<file path="src/rtl/pfc_pkg.sv">
`timescale 1ns / 1ps
// ----------------------------------------------------------------------------
// PID feedforward controller package
// Shared types, constants and helper functions of the controller.
// ----------------------------------------------------------------------------
package pfc_pkg;

	// Sample period in Q16.16, range 1 to 65536.
	localparam int unsigned DT = 66;
	// Variable-speed integration bands in Q16.16.
	localparam int unsigned SPEED_A = 0;
	localparam int unsigned SPEED_B = 0;
	// One selects derivative on measurement.
	localparam bit DERIV_ON_MEAS = 1'b0;

	localparam logic [32:0] SPEED_AB   = 33'(SPEED_A) + 33'(SPEED_B);
	localparam logic [31:0] SPEED_B_W  = 32'(SPEED_B);
	localparam logic [30:0] SPEED_A_W  = 31'(SPEED_A);
	localparam logic [30:0] DT_W       = 31'(DT);
	localparam bit          SPEED_OFF  = (SPEED_A == 0) && (SPEED_B == 0);
	localparam logic [32:0] RATIO_ONE  = 33'd65536;

	localparam int MUL_W  = 33;
	localparam int PROD_W = 2 * MUL_W;
	localparam int DIV_W  = 65;
	localparam int DVS_W  = 31;

	// Register indexes of the configuration port.
	localparam logic [2:0] REG_KP      = 3'd0;
	localparam logic [2:0] REG_KI      = 3'd1;
	localparam logic [2:0] REG_KD      = 3'd2;
	localparam logic [2:0] REG_KF      = 3'd3;
	localparam logic [2:0] REG_ILIMIT  = 3'd4;
	localparam logic [2:0] REG_OLIMIT  = 3'd5;
	localparam logic [2:0] REG_DZONE   = 3'd6;
	localparam logic [2:0] REG_SEPTHR  = 3'd7;

	typedef struct packed {
		logic signed [31:0] target;
		logic signed [31:0] measurement;
	} sample_t;

	typedef struct packed {
		logic signed [31:0] drive;
		logic signed [31:0] integral;
	} result_t;

	typedef struct packed {
		logic                    start;
		logic signed [MUL_W-1:0] a;
		logic signed [MUL_W-1:0] b;
	} mul_req_t;

	typedef struct packed {
		logic                     done;
		logic signed [PROD_W-1:0] prod;
	} mul_rsp_t;

	typedef struct packed {
		logic             start;
		logic [DIV_W-1:0] dividend;
		logic [DVS_W-1:0] divisor;
	} div_req_t;

	typedef struct packed {
		logic             done;
		logic [DIV_W-1:0] quot;
	} div_rsp_t;

	// Saturate a wide signed value to the 32-bit signed range.
	function automatic logic signed [31:0] sat32(input logic signed [66:0] x);
		logic signed [66:0] hi;
		logic signed [66:0] lo;
		hi = 67'sd2147483647;
		lo = -67'sd2147483648;
		if (x > hi) begin
			return 32'sh7fffffff;
		end else if (x < lo) begin
			return 32'sh80000000;
		end
		return x[31:0];
	endfunction

endpackage

</file>
<file path="src/rtl/pfc_mul.sv">
`timescale 1ns / 1ps
// ----------------------------------------------------------------------------
// Bit-serial signed multiplier
// Shift-and-add over one multiplier bit per cycle.
// ----------------------------------------------------------------------------
module pfc_mul (
	input  logic              clk,
	input  logic              arst_n,
	input  pfc_pkg::mul_req_t req,
	output pfc_pkg::mul_rsp_t rsp
);

	logic signed [pfc_pkg::MUL_W:0]   hi_q;
	logic        [pfc_pkg::MUL_W-1:0] lo_q;
	logic signed [pfc_pkg::MUL_W-1:0] a_q;
	logic        [5:0]                cnt_q;
	logic                             done_q;
	logic signed [pfc_pkg::MUL_W:0]   addend;
	logic signed [pfc_pkg::MUL_W:0]   sum;

	// The top multiplier bit carries negative weight, so it subtracts.
	always_comb begin
		addend = '0;
		if (lo_q[0]) begin
			addend = (cnt_q == 6'd1) ? -34'(a_q) : 34'(a_q);
		end
		sum = hi_q + addend;
	end

	always_ff @(posedge clk or negedge arst_n) begin
		if (!arst_n) begin
			cnt_q  <= '0;
			done_q <= 1'b0;
		end else begin
			done_q <= !req.start && (cnt_q == 6'd1);
			if (req.start) begin
				cnt_q <= 6'(pfc_pkg::MUL_W);
			end else if (cnt_q != 6'd0) begin
				cnt_q <= cnt_q - 6'd1;
			end
		end
	end

	always_ff @(posedge clk) begin
		if (req.start) begin
			hi_q <= '0;
			lo_q <= req.b;
			a_q  <= req.a;
		end else if (cnt_q != 6'd0) begin
			hi_q <= {sum[pfc_pkg::MUL_W], sum[pfc_pkg::MUL_W:1]};
			lo_q <= {sum[0], lo_q[pfc_pkg::MUL_W-1:1]};
		end
	end

	assign rsp.done = done_q;
	assign rsp.prod = {hi_q[pfc_pkg::MUL_W-1:0], lo_q};

endmodule

</file>
<file path="src/rtl/pfc_div.sv">
`timescale 1ns / 1ps
// ----------------------------------------------------------------------------
// Bit-serial unsigned divider
// Restoring division, one quotient bit per cycle.
// ----------------------------------------------------------------------------
module pfc_div (
	input  logic              clk,
	input  logic              arst_n,
	input  pfc_pkg::div_req_t req,
	output pfc_pkg::div_rsp_t rsp
);

	logic [pfc_pkg::DIV_W-1:0] q_q;
	logic [pfc_pkg::DVS_W-1:0] rem_q;
	logic [pfc_pkg::DVS_W-1:0] dvs_q;
	logic [6:0]                cnt_q;
	logic                      done_q;
	logic [pfc_pkg::DVS_W:0]   trial;
	logic                      fits;

	always_comb begin
		trial = {rem_q, q_q[pfc_pkg::DIV_W-1]};
		fits  = trial >= {1'b0, dvs_q};
	end

	always_ff @(posedge clk or negedge arst_n) begin
		if (!arst_n) begin
			cnt_q  <= '0;
			done_q <= 1'b0;
		end else begin
			done_q <= !req.start && (cnt_q == 7'd1);
			if (req.start) begin
				cnt_q <= 7'(pfc_pkg::DIV_W);
			end else if (cnt_q != 7'd0) begin
				cnt_q <= cnt_q - 7'd1;
			end
		end
	end

	always_ff @(posedge clk) begin
		if (req.start) begin
			q_q   <= req.dividend;
			rem_q <= '0;
			dvs_q <= req.divisor;
		end else if (cnt_q != 7'd0) begin
			rem_q <= fits ? 31'(trial - {1'b0, dvs_q}) : trial[pfc_pkg::DVS_W-1:0];
			q_q   <= {q_q[pfc_pkg::DIV_W-2:0], fits};
		end
	end

	assign rsp.done = done_q;
	assign rsp.quot = q_q;

endmodule

</file>
<file path="src/rtl/pid_feedforward_controller_unit.sv">
`timescale 1ns / 1ps
// ----------------------------------------------------------------------------
// PID controller with feedforward
// Q16.16 PID with dead zone, variable-speed and separated integral, clamps.
// ----------------------------------------------------------------------------
// Each item (target, measurement) yields one item (drive, integral). A
// sequencer runs the terms through one bit-serial multiplier and one
// bit-serial divider. A separated integral takes three products and one
// divide, other items six products and one divide; inside the
// variable-speed band the speed ratio needs a second divide. A new item
// can be accepted in the cycle after the result is registered, even while
// that result still waits in the output register; the following result
// then waits until the first one is taken.
module pid_feedforward_controller_unit (
	input  logic             clk,
	input  logic             arst_n,
	input  logic             sample_valid,
	output logic             sample_ready,
	input  pfc_pkg::sample_t sample,
	output logic             result_valid,
	input  logic             result_ready,
	output pfc_pkg::result_t result,
	input  logic             cfg_we,
	input  logic [2:0]       cfg_index,
	input  logic [31:0]      cfg_data
);

	typedef enum logic [10:0] {
		ST_IDLE    = 11'b00000000001,
		ST_PREP    = 11'b00000000010,
		ST_MUL_P   = 11'b00000000100,
		ST_DIV_R   = 11'b00000001000,
		ST_MUL_STP = 11'b00000010000,
		ST_MUL_INC = 11'b00000100000,
		ST_MUL_I   = 11'b00001000000,
		ST_MUL_D   = 11'b00010000000,
		ST_DIV_D   = 11'b00100000000,
		ST_MUL_F   = 11'b01000000000,
		ST_FIN     = 11'b10000000000
	} state_t;

	state_t state_q;
	state_t state_prev_q;
	logic   launch;

	logic signed [31:0] kp_q, ki_q, kd_q, kf_q;
	logic        [30:0] ilim_q, olim_q, dzone_q, septhr_q;

	logic signed [31:0] tgt_q, meas_q, err_q;
	logic        [31:0] aerr_q;
	logic signed [31:0] error_sum_q, last_err_q, last_tgt_q, last_meas_q;
	logic signed [32:0] step_q;
	logic signed [33:0] acc_q;
	logic               dsign_q;
	logic        [64:0] dmag_q;
	logic               res_valid_q;
	pfc_pkg::result_t   res_q;

	pfc_pkg::mul_req_t mul_req;
	pfc_pkg::mul_rsp_t mul_rsp;
	pfc_pkg::div_req_t div_req;
	pfc_pkg::div_rsp_t div_rsp;

	logic signed [32:0] diff;
	logic signed [31:0] e_sat;
	logic        [31:0] e_abs;
	logic               sep;
	logic signed [31:0] prod_term;
	logic signed [31:0] d_term;
	logic signed [33:0] lim_sum;
	logic signed [31:0] drive;
	logic signed [31:0] es_clamped;
	logic signed [32:0] ilim_s, olim_s;

	pfc_mul u_mul (.clk(clk), .arst_n(arst_n), .req(mul_req), .rsp(mul_rsp));
	pfc_div u_div (.clk(clk), .arst_n(arst_n), .req(div_req), .rsp(div_rsp));

	// A unit is started in the first cycle of each state that uses it.
	assign launch = (state_q != state_prev_q);

	always_comb begin
		diff  = 33'(tgt_q) - 33'(meas_q);
		e_sat = pfc_pkg::sat32(67'(diff));
		e_abs = e_sat[31] ? 32'(-33'(e_sat)) : 32'(e_sat);
		sep   = (septhr_q != '0) && (aerr_q >= {1'b0, septhr_q});
		ilim_s = 33'({2'b00, ilim_q});
		olim_s = 33'({2'b00, olim_q});

		es_clamped = error_sum_q;
		if (ilim_q != '0) begin
			if (33'(error_sum_q) > ilim_s) begin
				es_clamped = ilim_s[31:0];
			end else if (33'(error_sum_q) < -ilim_s) begin
				es_clamped = 32'(-ilim_s);
			end
		end

		prod_term = pfc_pkg::sat32(67'(mul_rsp.prod >>> 16));
		d_term    = pfc_pkg::sat32(dsign_q ? -67'({2'b00, div_rsp.quot})
		                                   : 67'({2'b00, div_rsp.quot}));

		lim_sum = acc_q;
		if (olim_q != '0) begin
			if (acc_q > 34'(olim_s)) begin
				lim_sum = 34'(olim_s);
			end else if (acc_q < -34'(olim_s)) begin
				lim_sum = -34'(olim_s);
			end
		end
		drive = pfc_pkg::sat32(67'(lim_sum));
	end

	// Operand selection for the shared units.
	always_comb begin
		mul_req.start = launch && (state_q == ST_MUL_P || state_q == ST_MUL_STP ||
			state_q == ST_MUL_INC || state_q == ST_MUL_I || state_q == ST_MUL_D ||
			state_q == ST_MUL_F);
		mul_req.a = 33'(kp_q);
		mul_req.b = 33'(err_q);
		case (state_q)
			ST_MUL_STP: begin
				mul_req.a = step_q;
				mul_req.b = 33'(pfc_pkg::DT);
			end
			ST_MUL_INC: begin
				mul_req.a = step_q;
				mul_req.b = 33'(err_q);
			end
			ST_MUL_I: begin
				mul_req.a = 33'(ki_q);
				mul_req.b = 33'(error_sum_q);
			end
			ST_MUL_D: begin
				mul_req.a = 33'(kd_q);
				mul_req.b = pfc_pkg::DERIV_ON_MEAS ? 33'(last_meas_q) - 33'(meas_q)
				                                   : 33'(err_q) - 33'(last_err_q);
			end
			ST_MUL_F: begin
				mul_req.a = 33'(kf_q);
				mul_req.b = 33'(tgt_q) - 33'(last_tgt_q);
			end
			default: begin
			end
		endcase

		div_req.start = launch && (state_q == ST_DIV_R || state_q == ST_DIV_D);
		if (state_q == ST_DIV_R) begin
			div_req.dividend = 65'(pfc_pkg::SPEED_AB - {1'b0, aerr_q}) << 16;
			div_req.divisor  = pfc_pkg::SPEED_A_W;
		end else begin
			div_req.dividend = dmag_q;
			div_req.divisor  = pfc_pkg::DT_W;
		end
	end

	always_ff @(posedge clk or negedge arst_n) begin
		if (!arst_n) begin
			kp_q     <= '0;
			ki_q     <= '0;
			kd_q     <= '0;
			kf_q     <= '0;
			ilim_q   <= '0;
			olim_q   <= '0;
			dzone_q  <= '0;
			septhr_q <= '0;
		end else if (cfg_we) begin
			case (cfg_index)
				pfc_pkg::REG_KP:     kp_q     <= cfg_data;
				pfc_pkg::REG_KI:     ki_q     <= cfg_data;
				pfc_pkg::REG_KD:     kd_q     <= cfg_data;
				pfc_pkg::REG_KF:     kf_q     <= cfg_data;
				pfc_pkg::REG_ILIMIT: ilim_q   <= cfg_data[30:0];
				pfc_pkg::REG_OLIMIT: olim_q   <= cfg_data[30:0];
				pfc_pkg::REG_DZONE:  dzone_q  <= cfg_data[30:0];
				pfc_pkg::REG_SEPTHR: septhr_q <= cfg_data[30:0];
				default: begin
				end
			endcase
		end
	end

	always_ff @(posedge clk or negedge arst_n) begin
		if (!arst_n) begin
			state_q      <= ST_IDLE;
			state_prev_q <= ST_IDLE;
			res_valid_q  <= 1'b0;
			error_sum_q  <= '0;
			last_err_q   <= '0;
			last_tgt_q   <= '0;
			last_meas_q  <= '0;
		end else begin
			state_prev_q <= state_q;
			if (state_q == ST_FIN && (!res_valid_q || result_ready)) begin
				res_valid_q <= 1'b1;
			end else if (result_ready) begin
				res_valid_q <= 1'b0;
			end
			case (state_q)
				ST_IDLE: begin
					if (sample_valid) begin
						state_q <= ST_PREP;
					end
				end
				ST_PREP: begin
					error_sum_q <= es_clamped;
					state_q     <= ST_MUL_P;
				end
				ST_MUL_P: begin
					if (mul_rsp.done) begin
						if (sep) begin
							error_sum_q <= '0;
							state_q     <= ST_MUL_D;
						end else if (pfc_pkg::SPEED_OFF || aerr_q <= pfc_pkg::SPEED_B_W) begin
							state_q <= ST_MUL_STP;
						end else if ({1'b0, aerr_q} < pfc_pkg::SPEED_AB) begin
							state_q <= ST_DIV_R;
						end else begin
							state_q <= ST_MUL_STP;
						end
					end
				end
				ST_DIV_R: begin
					if (div_rsp.done) begin
						state_q <= ST_MUL_STP;
					end
				end
				ST_MUL_STP: begin
					if (mul_rsp.done) begin
						state_q <= ST_MUL_INC;
					end
				end
				ST_MUL_INC: begin
					if (mul_rsp.done) begin
						error_sum_q <= pfc_pkg::sat32(67'(error_sum_q) +
							67'(mul_rsp.prod >>> 16));
						state_q     <= ST_MUL_I;
					end
				end
				ST_MUL_I: begin
					if (mul_rsp.done) begin
						state_q <= ST_MUL_D;
					end
				end
				ST_MUL_D: begin
					if (mul_rsp.done) begin
						state_q <= ST_DIV_D;
					end
				end
				ST_DIV_D: begin
					if (div_rsp.done) begin
						state_q <= ST_MUL_F;
					end
				end
				ST_MUL_F: begin
					if (mul_rsp.done) begin
						state_q <= ST_FIN;
					end
				end
				ST_FIN: begin
					if (!res_valid_q || result_ready) begin
						last_meas_q <= meas_q;
						last_tgt_q  <= tgt_q;
						last_err_q  <= err_q;
						state_q     <= ST_IDLE;
					end
				end
				default: begin
					state_q <= ST_IDLE;
				end
			endcase
		end
	end

	// Datapath registers without reset.
	always_ff @(posedge clk) begin
		case (state_q)
			ST_IDLE: begin
				if (sample_valid) begin
					tgt_q  <= sample.target;
					meas_q <= sample.measurement;
				end
			end
			ST_PREP: begin
				// Inside the dead zone the target is taken to equal the measurement.
				if (e_abs < {1'b0, dzone_q}) begin
					err_q  <= '0;
					aerr_q <= '0;
					tgt_q  <= meas_q;
				end else begin
					err_q  <= e_sat;
					aerr_q <= e_abs;
				end
			end
			ST_MUL_P: begin
				if (mul_rsp.done) begin
					acc_q  <= 34'(prod_term);
					step_q <= (!(pfc_pkg::SPEED_OFF || aerr_q <= pfc_pkg::SPEED_B_W) &&
						!({1'b0, aerr_q} < pfc_pkg::SPEED_AB)) ? '0 : pfc_pkg::RATIO_ONE;
				end
			end
			ST_DIV_R: begin
				if (div_rsp.done) begin
					step_q <= 33'(div_rsp.quot[16:0]);
				end
			end
			ST_MUL_STP: begin
				if (mul_rsp.done) begin
					step_q <= 33'(mul_rsp.prod >>> 16);
				end
			end
			ST_MUL_I: begin
				if (mul_rsp.done) begin
					acc_q <= acc_q + 34'(prod_term);
				end
			end
			ST_MUL_D: begin
				if (mul_rsp.done) begin
					dsign_q <= mul_rsp.prod[pfc_pkg::PROD_W-1];
					dmag_q  <= mul_rsp.prod[pfc_pkg::PROD_W-1] ? 65'(-mul_rsp.prod)
					                                          : 65'(mul_rsp.prod);
				end
			end
			ST_DIV_D: begin
				if (div_rsp.done) begin
					acc_q <= acc_q + 34'(d_term);
				end
			end
			ST_MUL_F: begin
				if (mul_rsp.done) begin
					acc_q <= acc_q + 34'(prod_term);
				end
			end
			ST_FIN: begin
				if (!res_valid_q || result_ready) begin
					res_q.drive    <= drive;
					res_q.integral <= error_sum_q;
				end
			end
			default: begin
			end
		endcase
	end

	assign sample_ready = (state_q == ST_IDLE);
	assign result_valid = res_valid_q;
	assign result       = res_q;

endmodule

</file>
<file path="config.mk">
export PLATFORM = sky130hd
export DESIGN_NAME = pid_feedforward_controller_unit
export DESIGN_NICKNAME = d
export VERILOG_FILES = /design/src/rtl/pfc_pkg.sv /design/src/rtl/pfc_mul.sv /design/src/rtl/pfc_div.sv /design/src/rtl/pid_feedforward_controller_unit.sv
export SDC_FILE = /design/constraint.sdc
export NUM_CORES = 2
export LEC_CHECK = 0
export BUFFER_PORTS_ARGS = -buffer_cell sky130_fd_sc_hd__buf_2
export CAP_MARGIN = 20
export CORE_ASPECT_RATIO = 1.25
export CORE_MARGIN = 10
export CORE_UTILIZATION = 55
export CTS_CLUSTER_DIAMETER = 120
export DETAILED_ROUTE_END_ITERATION = 8
export PLACE_DENSITY = 0.81
export SLEW_MARGIN = 5
export SYNTH_ARGS = -nofsm -noshare
export SYNTH_HDL_FRONTEND = slang
export SYNTH_HIERARCHICAL = 1
export SYNTH_SLANG_ARGS = --single-unit
</file>
<file path="constraint.sdc">
create_clock -name clk -period 11.4 [get_ports clk]
set_input_delay 1.71 -clock clk [delete_from_list [all_inputs] [get_ports clk]]
set_output_delay 1.71 -clock clk [all_outputs]
set_load 0.05 [all_outputs]
</file>
# Word level (Yosys, flattened, before mapping)
# Index checks and enable logic that the tools add are counted.
# totals
wordCells,228
reg_bits,937
# op_classes
eq_ne,36
n_mux,78
order_cmp,17
n_reduce_logical,46
add_sub_neg,17
# op_table
operator,n
32-bit 2-to-1 mux,24
66-bit one-hot mux with 5 select lines,1
34-bit 2-to-1 mux,8
65-bit 2-to-1 mux,3
33-bit 2-to-1 mux,5
11-bit one-hot mux with 11 select lines,1
11-bit 2-to-1 mux,10
34-bit one-hot mux with 3 select lines,1
33-bit one-hot mux with 3 select lines,1
32-bit by 32-bit subtractor with 33-bit output,3
96-bit 2-to-1 mux,1
32-bit one-hot mux with 3 select lines,1
31-bit nonzero test,3
34-bit by 32-bit adder with 34-bit output,2
67-bit by 32-bit greater-than comparator with 1-bit output (second input constant),1
67-bit by 32-bit < comparator with 1-bit output (second input constant),1
67-bit 2-to-1 mux,1
65-bit negator with 67-bit output,1
65-bit negator,1
32-bit by 31-bit greater-or-equal comparator with 1-bit output,2
32-bit one-hot mux with 2 select lines,1
32-bit by 50-bit adder with 51-bit output,1
51-bit by 32-bit greater-than comparator with 1-bit output (second input constant),1
51-bit by 32-bit < comparator with 1-bit output (second input constant),1
59 further kinds,119

# Depth between registers and ports, before layout
# logic_depth
word_depth,10
ltp_mapped,34
depth_no_buf,29

# Cells and area by module
# Netlist, hierarchy kept.
# by_module_without_submodules
mod,cells_each,n_inst,area_each_um2
pid_feedforward_controller_unit,5162,1,48829.3
pfc_div,671,1,7343.3
pfc_mul,647,1,6478.7

# Worst setup path before layout
# No wires, ideal clock.
# synth_timing
path_kind,register -> register
from,register tgt_q[16]
to,"register tgt_q[0], enable pin"
synth_period_minus_slack_ns,8.567
setup_ns,0.432
slack_ns,2.833
path_stages_with_launch,33
required_ns,10.968
arrival_time_ns,8.135
cell_sequence,edfxtp_1 ha_1 clkbuf_1 a21oi_1 o21ai_1 a41o_1 nand4_1 a21oi_1 o2111a_1 o211ai_1 nand2_1 clkbuf_1 buf_2 nor2_1 nor2_1 ha_1 o21ai_0 clkbuf_1 o31ai_1 xor2_1 ha_1 a21o_1 a21o_1 a21o_1 a21o_1 a21o_1 a21oi_1 nor2_1 a2111oi_0 o21ai_0 a31o_2 buf_2 a21oi_1
# synth_between
elab_chain_cells,10
word_cells_on_any_way,12
classes_between,add/sub: 2; order compare: 3; eq/ne: 1; mux: 5; reduce/logical: 1
# synth_lines
element,line,text
start: declaration,pid_feedforward_controller_unit.sv:49,"logic signed [31:0] tgt_q, meas_q, err_q;"
start signal: assignment,pid_feedforward_controller_unit.sv:279,tgt_q <= sample.target;
start signal: assignment,pid_feedforward_controller_unit.sv:288,tgt_q <= meas_q;
32-bit by 32-bit subtractor with 33-bit output (*),pid_feedforward_controller_unit.sv:82,diff = 33'(tgt_q) - 33'(meas_q);
33-bit by 32-bit < comparator with 1-bit output,pfc_pkg.sv:78,end else if (x < lo) begin
1-bit 2-to-1 mux,pfc_pkg.sv:78,
1-bit 2-to-1 mux,pfc_pkg.sv:76,if (x > hi) begin
32-bit 2-to-1 mux (*),pfc_pkg.sv:81,return x[31:0];
32-bit negator,pid_feedforward_controller_unit.sv:84,e_abs = e_sat[31] ? 32'(-33'(e_sat)) : 32'(e_sat);
32-bit 2-to-1 mux (*),pid_feedforward_controller_unit.sv:84,
via e_abs[10],pid_feedforward_controller_unit.sv:66,logic [31:0] e_abs;
32-bit by 31-bit < comparator with 1-bit output (*),pid_feedforward_controller_unit.sv:285,"if (e_abs < {1'b0, dzone_q}) begin"
2-bit inequality test (no line) (*),--,
3-bit AND reduction (no line) (*),--,
# Mark *: on every way through the listed nets, which the timed path passes. The rest lies on a longest branch.
# A chain may end at the register's enable or synchronous reset.

# Worst setup path in the final report
# layout_timing
from,register tgt_q[1]
to,"register tgt_q[1], enable pin"
# The elaborated chain is that of the path after synthesis.

==> metrics.txt <==
outcome=finished clean; met3 GRT Util=5.44%; CTS Buffer Depth=3; routed vias=52789; CP max stage delay=0.62 ns; gr busiest metal=met2; flop-to-flop setup slack=2.72 ns; first-pass GRT wire length=309 mm; Fmax=115 MHz; die height=397 um; syn_area_per_cell=9.67 sq um; Req. time, crit path=11.78 ns; Post-Syn Area=62700 sq um; M1 GR Usage=37.0%; WS Path Type=flop to flop; Worst Path Arrival=9.06 ns; clk_skew=0.0678 ns; die width=322 um; Num CTS Buffers=98; top post-synthesis cells by area=edfxtp_1, dfrtp_1, ha_1; CTS H-Tree Depth=3; worst-skew pair later-pin latency=0.74 ns; Peak VDD IR=431 uV; GR Overflow Total=0; pre-CTS setup slack=2.87 ns; hold crit path type=flop to flop; Starting Density=55.4%; most frequent CP cell=a21o_1; Cell variety after synth=108; gpl congestion=1.04; most common cell after layout, fill and taps aside=nand2_1; final period utilization=76.2%; commonest cells after routing, fill and taps aside=nand2_1, edfxtp_1, o21ai_0; vias in the first global route=51510; die area=128000 sq um; DRT iter0 DRCs=5392; final core occ=60.6%; Max Slew Vio Count=0; total core area=113000 sq um; Port Buffers=169; post-cts hold buffer count=0; Yosys warning total=6; Synth Register Bits=934; Overall Global Routing Usage=31.1%; fraction of layout cells with a size suffix above 1=13.2%; Layout area overhead=9.35%; FFs w/ async S/R, synth=41.1%; Clock Pin Slew Worst Setup and Hold Paths=0.06 ns; unrepaired setup endpoints after global routing=no; Seq/Total Area, Yosys=40.7%; CP Capture Type=flop; DP Cell Count=7949; vias per cell=6.48; postcts setup bufs=0; CTS tree=yes; # DRC=0; power per cell area=309 nW/um^2; final hold vios=0; post-route cell area=68500 sq um; CTS Root Cell=clkbuf_16; Most used DFF post-synth=edfxtp_1; crit path time final=8.68 ns; Ports=170; post-cts sizing count=0; largest net degree at the start of global routing=106; Worst slew margin=24.1%; EDFF count, synth=486; CP Launch Type=flop; Final ANT Viol Nets=0; Worst-Margin Slew=1.13 ns; CTS sink cnt=934; Synth Instances=6480; DP Area=65100 sq um; max_cap viols=0; DP HPWL=151 mm; initial antenna violation count=21; largest area contributor in the netlist=edfxtp_1; met2 Use GR=50.8%; WL/cell=25.0 um; post-synth top area share=23.3%; Lkg Pwr=0.0278 uW; Final #Nets=7133; final WL=204 mm; CP max-delay cell=a21oi_1; setup ws final=2.72 ns; DRT Pass-1 Iters=6; Final Setup Violations=0; final std cells w/o fill=8142; crit-path max FO=27; setup_tns=0 ns; FP Rows=138
synthesized netlist by cell type, types with 58 or more instances:
library cell / n
a21oi_1: 450
mux2_2: 353
nor2_1: 399
edfxtp_1: 486
dfrtp_1: 382
nand2_1: 512
xnor2_1: 322
inv_1: 363
ha_1: 442
dfxtp_1: 64
clkbuf_1: 239
o21ai_0: 473
or3_1: 94
nand2b_1: 63
nand4_1: 92
a221oi_1: 60
xor2_1: 97
a211oi_1: 58
and2_1: 104
nand3_1: 105
o31ai_1: 68
nor3_1: 139
a21o_1: 172
area by class of cell:
cell class                 count  area [sq um]
clock inverter                57           649
tap                         1470          1840
fill                        9400         44600
clock buffer                 129          2720
inverter                     364          1370
multi-input combinational   4922         34900
sequential                   934         25500
timing repair buffer         260          1540
antenna                        6          15.0
where the power goes:
part           internal, uW  leakage (uW)  switching [uW]
combinational          4570        0.0164            7280
sequential             4790       0.00986            1190
clock                  1910       0.00163            1460
layer usage:
layer	up-vias	wire length, um
li1	24186	-
met1	25670	77100
met2	2302	95400
met3	613	15300
met4	18	15600
met5	-	165
critical path, delay by kind of cell (launching register included):
family,cells,cell delay (ns)
buffers and inverters,2,0.73
AOI/OAI and AO/OA,20,5.68
adders and majority gates,3,0.78
and+or+nand+nor,5,0.65
DFF,1,0.48
cells by family (layout without fill, tap and decap cells):
kind of cell               Yosys count  in the layout  synth area share (%)
muxes                              381            381                  6.79
xor gates and xnor gates           420            420                  5.88
AOI/OAI and AO/OA                 1846           1846                  19.2
adders and majority gates          450            450                  9.07
other                                2             37                0.0120
and+or+nand+nor                   1794           1794                  14.3
buffers and inverters              653            810                  4.06
DFF                                934            934                  40.7
final timing paths:
check,from,to,depth (start not counted)
min in group asynchronous,arst_n,last_tgt_q[5],1
max in group asynchronous,arst_n,kf_q[23],3
min,state_q[0],state_prev_q[0],0
max,tgt_q[1],tgt_q[1],30
max reg2reg,tgt_q[1],tgt_q[1],30
min reg2reg,state_q[0],state_prev_q[0],0
sequential cells by signal, indices dropped and copies added, names as in the netlist, 33 cells and up:
name        flops
step_q         33
acc_q          34
u_mul/hi_q     33
u_mul/lo_q     33
u_div/q_q      65
dmag_q         65
u_mul/a_q      33
result         64
per-stage QoR:
step | power [uW] | hold WS (ns)
6_report | 21200 | 0.443
5_1_grt | 22500 | 0.447
4_1_cts | 20900 | 0.433
3_5_place_dp | 17500 | 0.401
3_3_place_gp | 17300 | 0.399
2_1_floorplan | 13800 | 0.352
Power figures use the tool's default switching activity.
